## config.mk

```make
export PLATFORM = sky130hd
export DESIGN_NAME = chunked_body_decoder_unit
export DESIGN_NICKNAME = d
export VERILOG_FILES = /design/src/sv/chbd_pkg.sv /design/src/sv/chunked_body_decoder_unit.sv /design/src/sv/chbd_in_stage.sv /design/src/sv/chbd_core.sv /design/src/sv/chbd_out_stage.sv
export VERILOG_INCLUDE_DIRS = /design/src /design/src/sv
export SDC_FILE = /design/constraint.sdc
export NUM_CORES = 1
export LEC_CHECK = 0
export CORE_ASPECT_RATIO = 0.7
export CORE_MARGIN = 3
export CORE_UTILIZATION = 55
export DETAILED_ROUTE_END_ITERATION = 10
export DONT_BUFFER_PORTS = 1
export PLACE_DENSITY = 0.7
export SYNTH_ARGS = -nofsm -noshare
export SYNTH_HDL_FRONTEND = slang
export SYNTH_SLANG_ARGS = --single-unit
```

## constraint.sdc

```tcl
create_clock -name clock -period 4.7 [get_ports clock]
set_clock_uncertainty 0.05 [all_clocks]
set_input_delay 0.94 -clock clock [delete_from_list [all_inputs] [get_ports clock]]
set_output_delay 0.94 -clock clock [all_outputs]
set_load 0.01 [all_outputs]
```

## src/sv/chunked_body_decoder_unit_macros.svh

```systemverilog
// Assertion macros used by the chunked body decoder core.
`ifndef CHUNKED_BODY_DECODER_UNIT_MACROS_SVH
`define CHUNKED_BODY_DECODER_UNIT_MACROS_SVH

// The consequent must hold in the same cycle as the antecedent.
`define CBD_ASSERT_SAME(label, clk, rst, ante, cons, msg) \
   label: assert property (@(posedge clk) disable iff (rst) (ante) |-> (cons)) \
      else $error(msg);

// The consequent must hold in the cycle after the antecedent.
`define CBD_ASSERT_NEXT(label, clk, rst, ante, cons, msg) \
   label: assert property (@(posedge clk) disable iff (rst) (ante) |=> (cons)) \
      else $error(msg);

`endif

```

## src/sv/chbd_pkg.sv

```systemverilog
// Shared types, constants and helper functions of the chunked body decoder.
package chbd_pkg;

   // Width of a chunk size and of the body byte counter.
   localparam int SIZE_BITS = 32;
   localparam int CNT_BITS  = SIZE_BITS + 1;

   typedef logic [SIZE_BITS-1:0] size_type;
   typedef logic [CNT_BITS-1:0]  count_type;

   localparam size_type SIZE_MAX = {SIZE_BITS{1'b1}};

   // Input opcodes.
   localparam logic [1:0] OP_DATA  = 2'd0;
   localparam logic [1:0] OP_START = 2'd1;
   localparam logic [1:0] OP_CLOSE = 2'd2;

   // Result kinds.
   localparam logic [1:0] KIND_PAYLOAD  = 2'd0;
   localparam logic [1:0] KIND_COMPLETE = 2'd1;
   localparam logic [1:0] KIND_CLOSED   = 2'd2;

   // Characters the size line parser looks for.
   localparam logic [7:0] CHAR_TAB   = 8'h09;
   localparam logic [7:0] CHAR_LF    = 8'h0A;
   localparam logic [7:0] CHAR_VT    = 8'h0B;
   localparam logic [7:0] CHAR_FF    = 8'h0C;
   localparam logic [7:0] CHAR_CR    = 8'h0D;
   localparam logic [7:0] CHAR_SP    = 8'h20;
   localparam logic [7:0] CHAR_PLUS  = 8'h2B;
   localparam logic [7:0] CHAR_MINUS = 8'h2D;
   localparam logic [7:0] CHAR_ZERO  = 8'h30;
   localparam logic [7:0] CHAR_NINE  = 8'h39;
   localparam logic [7:0] CHAR_UA    = 8'h41;
   localparam logic [7:0] CHAR_UF    = 8'h46;
   localparam logic [7:0] CHAR_UX    = 8'h58;
   localparam logic [7:0] CHAR_LA    = 8'h61;
   localparam logic [7:0] CHAR_LF_HEX = 8'h66;
   localparam logic [7:0] CHAR_LX    = 8'h78;

   // One input beat.
   typedef struct packed {
      logic [1:0] opcode;
      logic [7:0] in_byte;
   } item_type;

   // One result beat, with its valid flag.
   typedef struct packed {
      logic       valid;
      logic [7:0] out_byte;
      logic [1:0] out_kind;
   } result_type;

   // Hex digit decode: bit 4 is set for a hex digit, bits 3:0 hold its value.
   function automatic logic [4:0] hex_value(input logic [7:0] b);
      logic [4:0] r;
      r = 5'd0;
      if (b >= CHAR_ZERO && b <= CHAR_NINE) begin
         r = {1'b1, 4'(b - CHAR_ZERO)};
      end else if (b >= CHAR_LA && b <= CHAR_LF_HEX) begin
         r = {1'b1, 4'(b - CHAR_LA + 8'd10)};
      end else if (b >= CHAR_UA && b <= CHAR_UF) begin
         r = {1'b1, 4'(b - CHAR_UA + 8'd10)};
      end
      return r;
   endfunction

   // Shift one hex digit into a size, saturating at the maximum.
   function automatic size_type add_digit(input size_type v, input logic [3:0] d);
      size_type r;
      if (v > (SIZE_MAX >> 4)) begin
         r = SIZE_MAX;
      end else begin
         r = {v[SIZE_BITS-5:0], d};
      end
      return r;
   endfunction

endpackage

```

## src/sv/chunked_body_decoder_unit.sv

```systemverilog
// Top level of the chunked body decoder: input register, parser core, output register.
//
//   Channel | Direction | Beat contents
//   req_    | in        | tdata[7:0] = in_byte; tuser[1:0] = opcode
//   rsp_    | out       | tdata[7:0] = out_byte; tuser[1:0] = out_kind
//
// One beat is accepted per cycle while no result waits on a full output register; its result
// is held in the output register for rsp_. The rate is set by the combinational parser step between the registers.
// A beat that yields a result waits in the input register while the output register is full.
// Reset is synchronous and returns the parser to the start of a size line.
module chunked_body_decoder_unit
   import chbd_pkg::*;
(
   input  logic       clock,
   input  logic       reset,
   input  logic       req_tvalid,
   output logic       req_tready,
   input  logic [7:0] req_tdata,   // [7:0] in_byte
   input  logic [1:0] req_tuser,   // [1:0] opcode
   output logic       rsp_tvalid,
   input  logic       rsp_tready,
   output logic [7:0] rsp_tdata,   // [7:0] out_byte
   output logic [1:0] rsp_tuser    // [1:0] out_kind
);

   item_type   in_item;
   item_type   item;
   logic       item_valid;
   result_type res;
   logic       out_free;
   logic       fire;

   assign in_item.opcode  = req_tuser;
   assign in_item.in_byte = req_tdata;

   // A held beat moves on unless its result has nowhere to go.
   assign fire = item_valid && (!res.valid || out_free);

   chbd_in_stage u_in (
      .clock      (clock),
      .reset      (reset),
      .in_valid   (req_tvalid),
      .in_ready   (req_tready),
      .in_item    (in_item),
      .fire       (fire),
      .item_valid (item_valid),
      .item       (item)
   );

   chbd_core u_core (
      .clock (clock),
      .reset (reset),
      .item  (item),
      .fire  (fire),
      .res   (res)
   );

   chbd_out_stage u_out (
      .clock     (clock),
      .reset     (reset),
      .res       (res),
      .load      (fire),
      .out_free  (out_free),
      .out_valid (rsp_tvalid),
      .out_ready (rsp_tready),
      .out_byte  (rsp_tdata),
      .out_kind  (rsp_tuser)
   );

endmodule

```

## src/sv/chbd_in_stage.sv

```systemverilog
// Input register stage that holds one accepted beat for the decoder core.
module chbd_in_stage
   import chbd_pkg::*;
(
   input  logic     clock,
   input  logic     reset,
   input  logic     in_valid,
   output logic     in_ready,
   input  item_type in_item,
   input  logic     fire,
   output logic     item_valid,
   output item_type item
);

   logic     valid_ff, valid_in;
   item_type item_ff;

   // Room for a new beat when empty or when the held beat moves on now.
   assign in_ready = !valid_ff || fire;

   always_comb begin
      valid_in = valid_ff;
      if (in_valid && in_ready) begin
         valid_in = 1'b1;
      end else if (fire) begin
         valid_in = 1'b0;
      end
   end

   always_ff @(posedge clock) begin
      if (reset) begin
         valid_ff <= 1'b0;
      end else begin
         valid_ff <= valid_in;
      end
   end

   // Payload needs no reset.
   always_ff @(posedge clock) begin
      if (in_valid && in_ready) begin
         item_ff <= in_item;
      end
   end

   assign item_valid = valid_ff;
   assign item       = item_ff;

endmodule

```

## src/sv/chbd_core.sv

```systemverilog
// Decoder state and the per-beat step of the chunked body parser.
`include "chunked_body_decoder_unit_macros.svh"

module chbd_core
   import chbd_pkg::*;
(
   input  logic       clock,
   input  logic       reset,
   input  item_type   item,
   input  logic       fire,
   output result_type res
);

   typedef enum logic [2:0] {
      PH_LEAD, PH_SIGN, PH_ZERO, PH_PFX, PH_DIGITS, PH_SKIP, PH_BODY, PH_DONE
   } phase_type;

   phase_type phase_ff, phase_in;
   count_type count_ff, count_in;
   logic      cr_ff, cr_in;
   logic      neg_ff, neg_in;
   logic      seen_ff, seen_in;

   logic [4:0] hex;
   size_type   size_add;
   count_type  count_dec;

   assign hex       = hex_value(item.in_byte);
   assign size_add  = add_digit(count_ff[SIZE_BITS-1:0], hex[3:0]);
   assign count_dec = count_ff - CNT_BITS'(count_ff != '0);

   // Next state and result for the beat held in the input register.
   always_comb begin
      phase_in = phase_ff;
      count_in = count_ff;
      cr_in    = cr_ff;
      neg_in   = neg_ff;
      seen_in  = seen_ff;
      res      = '0;
      case (item.opcode)
         OP_START: begin
            phase_in = PH_LEAD;
            count_in = '0;
            cr_in    = 1'b0;
            neg_in   = 1'b0;
            seen_in  = 1'b0;
         end
         OP_CLOSE: begin
            if (phase_ff != PH_DONE) begin
               phase_in     = PH_DONE;
               res.valid    = 1'b1;
               res.out_kind = KIND_CLOSED;
            end
         end
         OP_DATA: begin
            if (phase_ff == PH_DONE) begin
               // Trailer and late bytes are dropped.
            end else if (phase_ff == PH_BODY) begin
               // The last two counted bytes are the chunk's line end.
               if (count_ff > CNT_BITS'(2)) begin
                  res.valid    = 1'b1;
                  res.out_byte = item.in_byte;
                  res.out_kind = KIND_PAYLOAD;
               end
               count_in = count_dec;
               if (count_dec == '0) begin
                  phase_in = PH_LEAD;
                  cr_in    = 1'b0;
                  neg_in   = 1'b0;
                  seen_in  = 1'b0;
               end
            end else if (cr_ff && item.in_byte == CHAR_LF) begin
               // End of a size line: either the body ends or a chunk starts.
               cr_in = 1'b0;
               if (!seen_ff || neg_ff || count_ff == '0) begin
                  phase_in     = PH_DONE;
                  res.valid    = 1'b1;
                  res.out_kind = KIND_COMPLETE;
               end else begin
                  count_in = count_ff + CNT_BITS'(2);
                  phase_in = PH_BODY;
               end
            end else begin
               cr_in = (item.in_byte == CHAR_CR);
               unique case (phase_ff)
                  PH_LEAD, PH_SIGN: begin
                     if (phase_ff == PH_LEAD && item.in_byte inside
                         {CHAR_SP, CHAR_TAB, CHAR_LF, CHAR_VT, CHAR_FF, CHAR_CR}) begin
                        // Leading white space is skipped.
                     end else if (phase_ff == PH_LEAD && (item.in_byte == CHAR_PLUS ||
                                  item.in_byte == CHAR_MINUS)) begin
                        neg_in   = (item.in_byte == CHAR_MINUS);
                        phase_in = PH_SIGN;
                     end else if (hex[4]) begin
                        count_in = CNT_BITS'(size_add);
                        seen_in  = 1'b1;
                        phase_in = (item.in_byte == CHAR_ZERO) ? PH_ZERO : PH_DIGITS;
                     end else begin
                        phase_in = PH_SKIP;
                     end
                  end
                  PH_ZERO: begin
                     if (item.in_byte == CHAR_LX || item.in_byte == CHAR_UX) begin
                        phase_in = PH_PFX;
                     end else if (hex[4]) begin
                        count_in = CNT_BITS'(size_add);
                        seen_in  = 1'b1;
                        phase_in = PH_DIGITS;
                     end else begin
                        phase_in = PH_SKIP;
                     end
                  end
                  PH_PFX, PH_DIGITS: begin
                     if (hex[4]) begin
                        count_in = CNT_BITS'(size_add);
                        seen_in  = 1'b1;
                        phase_in = PH_DIGITS;
                     end else begin
                        phase_in = PH_SKIP;
                     end
                  end
                  default: begin
                     // The rest of the line is ignored.
                  end
               endcase
            end
         end
         default: begin
            // Unknown opcode leaves everything as it is.
         end
      endcase
   end

   // State commits only when the held beat moves on.
   always_ff @(posedge clock) begin
      if (reset) begin
         phase_ff <= PH_LEAD;
         count_ff <= '0;
         cr_ff    <= 1'b0;
         neg_ff   <= 1'b0;
         seen_ff  <= 1'b0;
      end else if (fire) begin
         phase_ff <= phase_in;
         count_ff <= count_in;
         cr_ff    <= cr_in;
         neg_ff   <= neg_in;
         seen_ff  <= seen_in;
      end
   end

   `CBD_ASSERT_NEXT(a_start_clears, clock, reset, fire && item.opcode == OP_START,
      phase_ff == PH_LEAD && count_ff == '0 && !seen_ff, "start beat did not clear state")
   `CBD_ASSERT_SAME(a_done_silent, clock, reset,
      phase_ff == PH_DONE && item.opcode == OP_DATA, !res.valid, "result after body end")
   `CBD_ASSERT_SAME(a_payload_in_body, clock, reset,
      res.valid && res.out_kind == KIND_PAYLOAD, phase_ff == PH_BODY,
      "payload byte outside a chunk")
   `CBD_ASSERT_SAME(a_size_bounded, clock, reset, phase_ff != PH_BODY && phase_ff != PH_DONE,
      count_ff <= CNT_BITS'(SIZE_MAX), "size line value above the saturation limit")

endmodule

```

## src/sv/chbd_out_stage.sv

```systemverilog
// Output register that holds one result beat until the consumer takes it.
module chbd_out_stage
   import chbd_pkg::*;
(
   input  logic       clock,
   input  logic       reset,
   input  result_type res,
   input  logic       load,
   output logic       out_free,
   output logic       out_valid,
   input  logic       out_ready,
   output logic [7:0] out_byte,
   output logic [1:0] out_kind
);

   logic       valid_ff, valid_in;
   logic [7:0] byte_ff;
   logic [1:0] kind_ff;

   // The slot is free when empty or drained in this cycle.
   assign out_free = !valid_ff || out_ready;

   always_comb begin
      valid_in = valid_ff;
      if (load && res.valid) begin
         valid_in = 1'b1;
      end else if (out_ready) begin
         valid_in = 1'b0;
      end
   end

   always_ff @(posedge clock) begin
      if (reset) begin
         valid_ff <= 1'b0;
      end else begin
         valid_ff <= valid_in;
      end
   end

   always_ff @(posedge clock) begin
      if (load && res.valid) begin
         byte_ff <= res.out_byte;
         kind_ff <= res.out_kind;
      end
   end

   assign out_valid = valid_ff;
   assign out_byte  = byte_ff;
   assign out_kind  = kind_ff;

endmodule

```

# After elaboration in Yosys (flattened, before gate mapping)

Index checks and enable logic that the tools add are counted.

Input port bits: 14
Logic and storage cells: 169
Register bits after elaboration: 61
Output and inout bits: 12

Multiplexer cells: 66
Bitwise operators: 3
Add/sub/neg operators: 7
Order comparisons: 8
Reductions and logical operators: 38
Equality and inequality tests: 36

Operators with widths:

| cell                                                                                | count |
|---|---|
| 33-bit two-way mux                                                                  | 8 |
| 33-bit case mux with 3 select lines                                                 | 1 |
| 33-bit logical NOT                                                                  | 2 |
| 33-bit case mux with 2 select lines                                                 | 1 |
| 8-bit by 4-bit equality test with 1-bit output, second input constant               | 5 |
| 33-bit by 2-bit adder with 33-bit output, second input constant                     | 1 |
| 33-bit by 2-bit greater-than comparator with 1-bit output, second input constant    | 1 |
| 33-bit nonzero test                                                                 | 1 |
| 33-bit by 1-bit subtractor with 33-bit output                                       | 1 |
| 8-bit by 6-bit equality test with 1-bit output, second input constant               | 4 |
| 32-bit by 28-bit greater-than comparator with 1-bit output, second input constant   | 1 |
| 32-bit two-way mux                                                                  | 1 |
| 3-bit two-way mux                                                                   | 10 |
| 1-bit two-way mux                                                                   | 28 |
| 11-bit two-way mux                                                                  | 2 |
| 3-bit case mux with 3 select lines                                                  | 2 |
| 8-bit by 7-bit equality test with 1-bit output, second input constant               | 2 |
| 8-bit by 7-bit greater-or-equal comparator with 1-bit output, second input constant | 2 |
| 8-bit by 7-bit less-or-equal comparator with 1-bit output, second input constant    | 2 |
| 4-bit by 3-bit != test with 1-bit output, second input constant                     | 4 |
| 8-bit AND reduction                                                                 | 2 |
| 5-bit two-way mux                                                                   | 3 |
| 5-bit by 3-bit != test with 1-bit output, second input constant                     | 3 |
| 4-bit by 1-bit subtractor with 4-bit output, second input constant                  | 3 |
| other kinds (34)                                                                    | 68 |

# Longest topological paths before layout

Depth after elaboration: 14
Depth in mapped cells: 15
Mapped depth without buffers: 12

# Hierarchy

A second synthesis with hierarchy kept.

Cell total of the unflattened synthesis: 681
Area, all modules: 5,320.1 µm²

Modules (own cells, without submodules):

| module                    | seq. area each (µm²) | area each (µm²) | cells each | instances |
|---|---|---|---|---|
| chbd_core                 | 780.7                | 4,603.2         | 649        | 1 |
| chbd_in_stage             | 320.3                | 355.3           | 15         | 1 |
| chbd_out_stage            | 320.3                | 350.3           | 15         | 1 |
| chunked_body_decoder_unit | 0.0                  | 11.3            | 2          | 1 |

# Least setup slack after synthesis

No wires, ideal clock.

Kind: reg2reg
Start point: register u_core.count_ff[22]
End point: register u_core.seen_ff
Library setup time: 0.103 ns
Stages on the path, launching flop included: 15
Arrival: 3.826 ns
Path slack: 0.720 ns
Data required time: 4.547 ns
Clock period less this slack: 3.980 ns
Buffers on the path: 2
Cell sequence: dfxtp_1 > clkbuf_1 > or3_1 > clkbuf_1 > nor4_4 > nand4_1 > ha_1 > nor4b_1 > nand4_1 > or3_1 > xnor2_1 > or4_1 > nor4_1 > nor3_1 > a2111oi_2

Cells in the longest elaborated chain, start to end: 11
Elaborated cells on any way between the ends: 17
Those cells by class: add/sub: 1; order compare: 1; eq/ne: 1; mux: 6; reduce/logical: 8

RTL lines:

| element                                                                                                | RTL line         | RTL |
|---|---|---|
| start: declaration                                                                                     | chbd_core.sv:19  | `count_type count_ff, count_in;` |
| start signal: assignment                                                                               | chbd_core.sv:144 | `count_ff <= count_in;` |
| parallel branches: the longest is 10 deep, another holds 33-bit by 1-bit subtractor with 33-bit output | n/a              |  |
| 9-bit AND reduction (no line) *                                                                        | n/a              |  |
| end signal: assignment                                                                                 | chbd_core.sv:147 | `seen_ff <= seen_in;` |
| end: declaration                                                                                       | chbd_core.sv:22  | `logic seen_ff, seen_in;` |

Every way passes the cells marked *.
A chain may end at the register's enable or synchronous reset.

# Worst setup path in the final report

Start point: register u_core.count_ff[16]
End point: register u_core.seen_ff

The elaborated chain is that of the path after synthesis.

==> out/metrics.cfg <==
[status]
status = complete, no violations

[route]
drt-vias-per-instance = 7.17
vias = 5854
drt_pass1_iterations = 8
finalWirelength_um = 18700
wl_per_cell_um = 22.9
drc = 0
drtIter0Drc = 882
antenna_left = 0

[power]
power.leakage_nw = 2.05
power.switching_mw = 0.535
clockPowerShare_pct = 45.9
ir_worst_vdd_v = 0.000216
p_comb_share_pct = 21.2
internal-power_mw = 1.21
power_density_nw_per_um2 = 302
sequentialPowerShare_pct = 32.9
p_sw_share_pct = 30.7

[placement]
gp_congestion = 1.03
placed_area_um2 = 5410
dp.final_hpwl_um = 12800
port_buffers = 0

[critical_path]
reg2reg_slack_ns = 0.20
r2r_cells = 12
path_class = reg -> reg
critPathLaunchType = register
crit_fanout = 11
startpoint = u_core.count_ff[16]
worstPathRequired_ns = 4.89
crit_slowest_cell = nor4bb_1
r2r_end = u_core.seen_ff
worstSetupEndpointType = register
timing.rr.start = u_core.count_ff[16]
worstSetupEndpoint = u_core.seen_ff
max_stage_delay_ns = 0.79
critical_path_arrival_ns = 4.69
path_cells = or4_1 > nor4_4 > nand4_1 > ha_1 > nor4bb_1 > nand4_1 > xor2_1 > nand2_1 > or4_1 > nor4_1 > nor3_1 > a2111oi_2

[clock_network]
h-tree-depth = 3
numCtsBuffers = 9
cts_num_sinks = 61
root_buffer = clkbuf_16
ctsHoldBuffers = 0
insertion_delay_ns = 0.35
postCtsSetupRepairBufs = 0
clockBufferDepth = 2
clkSlewWorstSetupHoldPaths_ns = 0.06
cts_tree = built

[yosys]
synth_top_area_share_pct = 15.6
synth.most_common_cell = nand2_1
seq_area_frac_synth_pct = 27.0
synth_ff_type = dfxtp_1
synth_edf_count = 20
yosysWarningCount = 0
yosysUniqueCellTypes = 72
syn-cell-area_um2 = 5260
synthTopCellsByCount = nand2_1 (60), nor2_1 (58), clkbuf_1 (55)
syn-instance-count = 708
ys_seq_elements = 61
yosysTopAreaCell = dfxtp_1
synth.area.top_cells = dfxtp_1 (16%), edfxtp_1 (11%), a21oi_1 (4.5%)
synth_nets = 731
async_reset_ff_share_pct = 0
syn_avg_cell_area_um2 = 7.42

[timing]
hold_violations = 0
fmax_mhz = 222
period_share_pct = 95.8
finalSetupTns_ns = 0
holdWs_ns = 0.445
maxSlewViolCount = 0
worstMarginPinSlew_ns = 0.951
slew_headroom_pct = 36.4
rsz0062_at_grt = no
setup_viol = 0
final.min_clock_period_ns = 4.50

[global_routing]
use_met3_pct = 11.0
grt_util_all_layers_pct = 35.0
busiest_layer = met1
grtUsageMet2_pct = 49.2
antenna_found_initial = 0
grt_pass1_wl_um = 29200
grt_pass1_vias = 5357
grt_max_degree = 41
grt.met1_usage_pct = 50.3
gr-total-overflow = 0

[die]
die_w_um = 123
die_h_um = 87.8
ioPinCount = 26
coreArea_um2 = 9180
start_util_pct = 57.3
fp-row-count = 29
die-area_um2 = 10800

[final_layout]
drive_gt1_share_pct = 10.4
final_nets = 711
num_antenna_cells = 0
stdcell_area_um2 = 5760
register_area_um2 = 1420
fillerInstances = 825
area_growth_syn_to_layout_pct = 9.66
multi_input_area_um2 = 3510

[hold_path]
min_path_type = reg -> reg

[flow_run]
cap_violations = 0

[cells by family after synthesis]
kind of cell / after synthesis / share of synthesized area, %
flops: 61 / 27.0
compound gates: 193 / 24.4
xor+xnor: 35 / 5.83
mux: 3 / 0.595
buf+inv: 84 / 6.40
simple gates: 323 / 33.6
fa+ha+maj: 9 / 2.14
[cell usage in the layout, fill, tap and decap left out, types with 11 or more instances in the layout]
| cell type | synthesis | routed |
|---|---|---|
| a21oi_1 | 47 | 47 |
| and2_1 | 13 | 13 |
| and3_1 | 11 | 11 |
| buf_4 | 0 | 35 |
| dfxtp_1 | 41 | 41 |
| edfxtp_1 | 20 | 20 |
| inv_1 | 18 | 18 |
| nand2_1 | 60 | 60 |
| nand2b_1 | 11 | 11 |
| nand3_1 | 24 | 24 |
| nand4_1 | 20 | 20 |
| nor2_1 | 58 | 58 |
| nor3_1 | 34 | 34 |
| nor4_1 | 30 | 29 |
| o21ai_0 | 45 | 45 |
| o31ai_1 | 11 | 11 |
| or3_1 | 14 | 14 |
| xnor2_1 | 23 | 23 |
| xor2_1 | 12 | 12 |
[repair_timing]
| action | 4_1_cts | 5_1_grt |
|---|---|---|
| endpoints found under the hold margin | 0 | 0 |
| resized for setup | 0 | 1 |
| endpoints found under the setup margin | 0 | 1 |
[critical path, delay by kind of cell (launching register included)]
family | cells | cell delay (ns)
AO/OA/AOI/OAI | 1 | 0.35
flip-flops | 1 | 0.58
adder cells (fa/ha/maj) | 1 | 0.24
XOR/XNOR | 1 | 0.30
AND/OR/NAND/NOR | 9 | 2.86
[cell type report]
| cell class | count | share of cell area, % |
|---|---|---|
| Clock buffer | 9 | 3.91 |
| Clock inverter | 7 | 2.11 |
| Inverter | 18 | 1.17 |
| Multi-Input combinational cell | 563 | 60.9 |
| Sequential cell | 61 | 24.7 |
| Tap cell | 124 | 2.69 |
| Timing Repair Buffer | 35 | 4.56 |
[registers in the layout, indices dropped and copies added (netlist names)]
name and cells:
u_in.item 10, u_core.cr_ff 1, u_out.out_valid 1, u_in.item_valid 1, u_out.out_kind 2, u_core.seen_ff 1
u_core.phase_ff 3, u_out.out_byte 8, u_core.neg_ff 1, u_core.count_ff 33
[routing by layer]
layer  routed length [um]  vias up
met5                    0        -
met4                  530        0
met3                 2650       64
met2                 7630      435
met1                 7940     2720
li1                     -     2635
[power by group through the flow]
| stage | Clock, mW | Combinational, mW | Sequential, mW |
|---|---|---|---|
| 6_report | 0.800 | 0.369 | 0.574 |
| 5_1_grt | 0.832 | 0.389 | 0.575 |
| 4_1_cts | 0.807 | 0.350 | 0.573 |
| 3_5_place_dp | 0 | 0.347 | 0.584 |
| 3_3_place_gp | 0 | 0.346 | 0.583 |
| 2_1_floorplan | 0 | 0.256 | 0.575 |
[worst min-delay path by stage]
stage / to / cells after the start / startpoint / slack [ns]
after floorplan: u_core.seen_ff / 2 / u_core.seen_ff / 0.41
after global placement: u_core.seen_ff / 2 / u_core.seen_ff / 0.42
after detailed placement: u_core.seen_ff / 2 / u_core.seen_ff / 0.43
after CTS: u_core.seen_ff / 2 / u_core.seen_ff / 0.44
after global routing: u_core.seen_ff / 2 / u_core.seen_ff / 0.46
final: u_core.seen_ff / 2 / u_core.seen_ff / 0.45
[metrics by stage]
stage	utilization, %	std cells	worst slack, ns	power, mW
after floorplan	-	708	0.720	0.830
after global placement	58.9	801	0.533	0.930
after detailed placement	58.9	801	0.373	0.932
after CTS	62.7	817	0.342	1.73
after global routing	62.8	817	0.0322	1.80
final	62.8	817	0.198	1.74
Power figures use the tool's default switching activity.
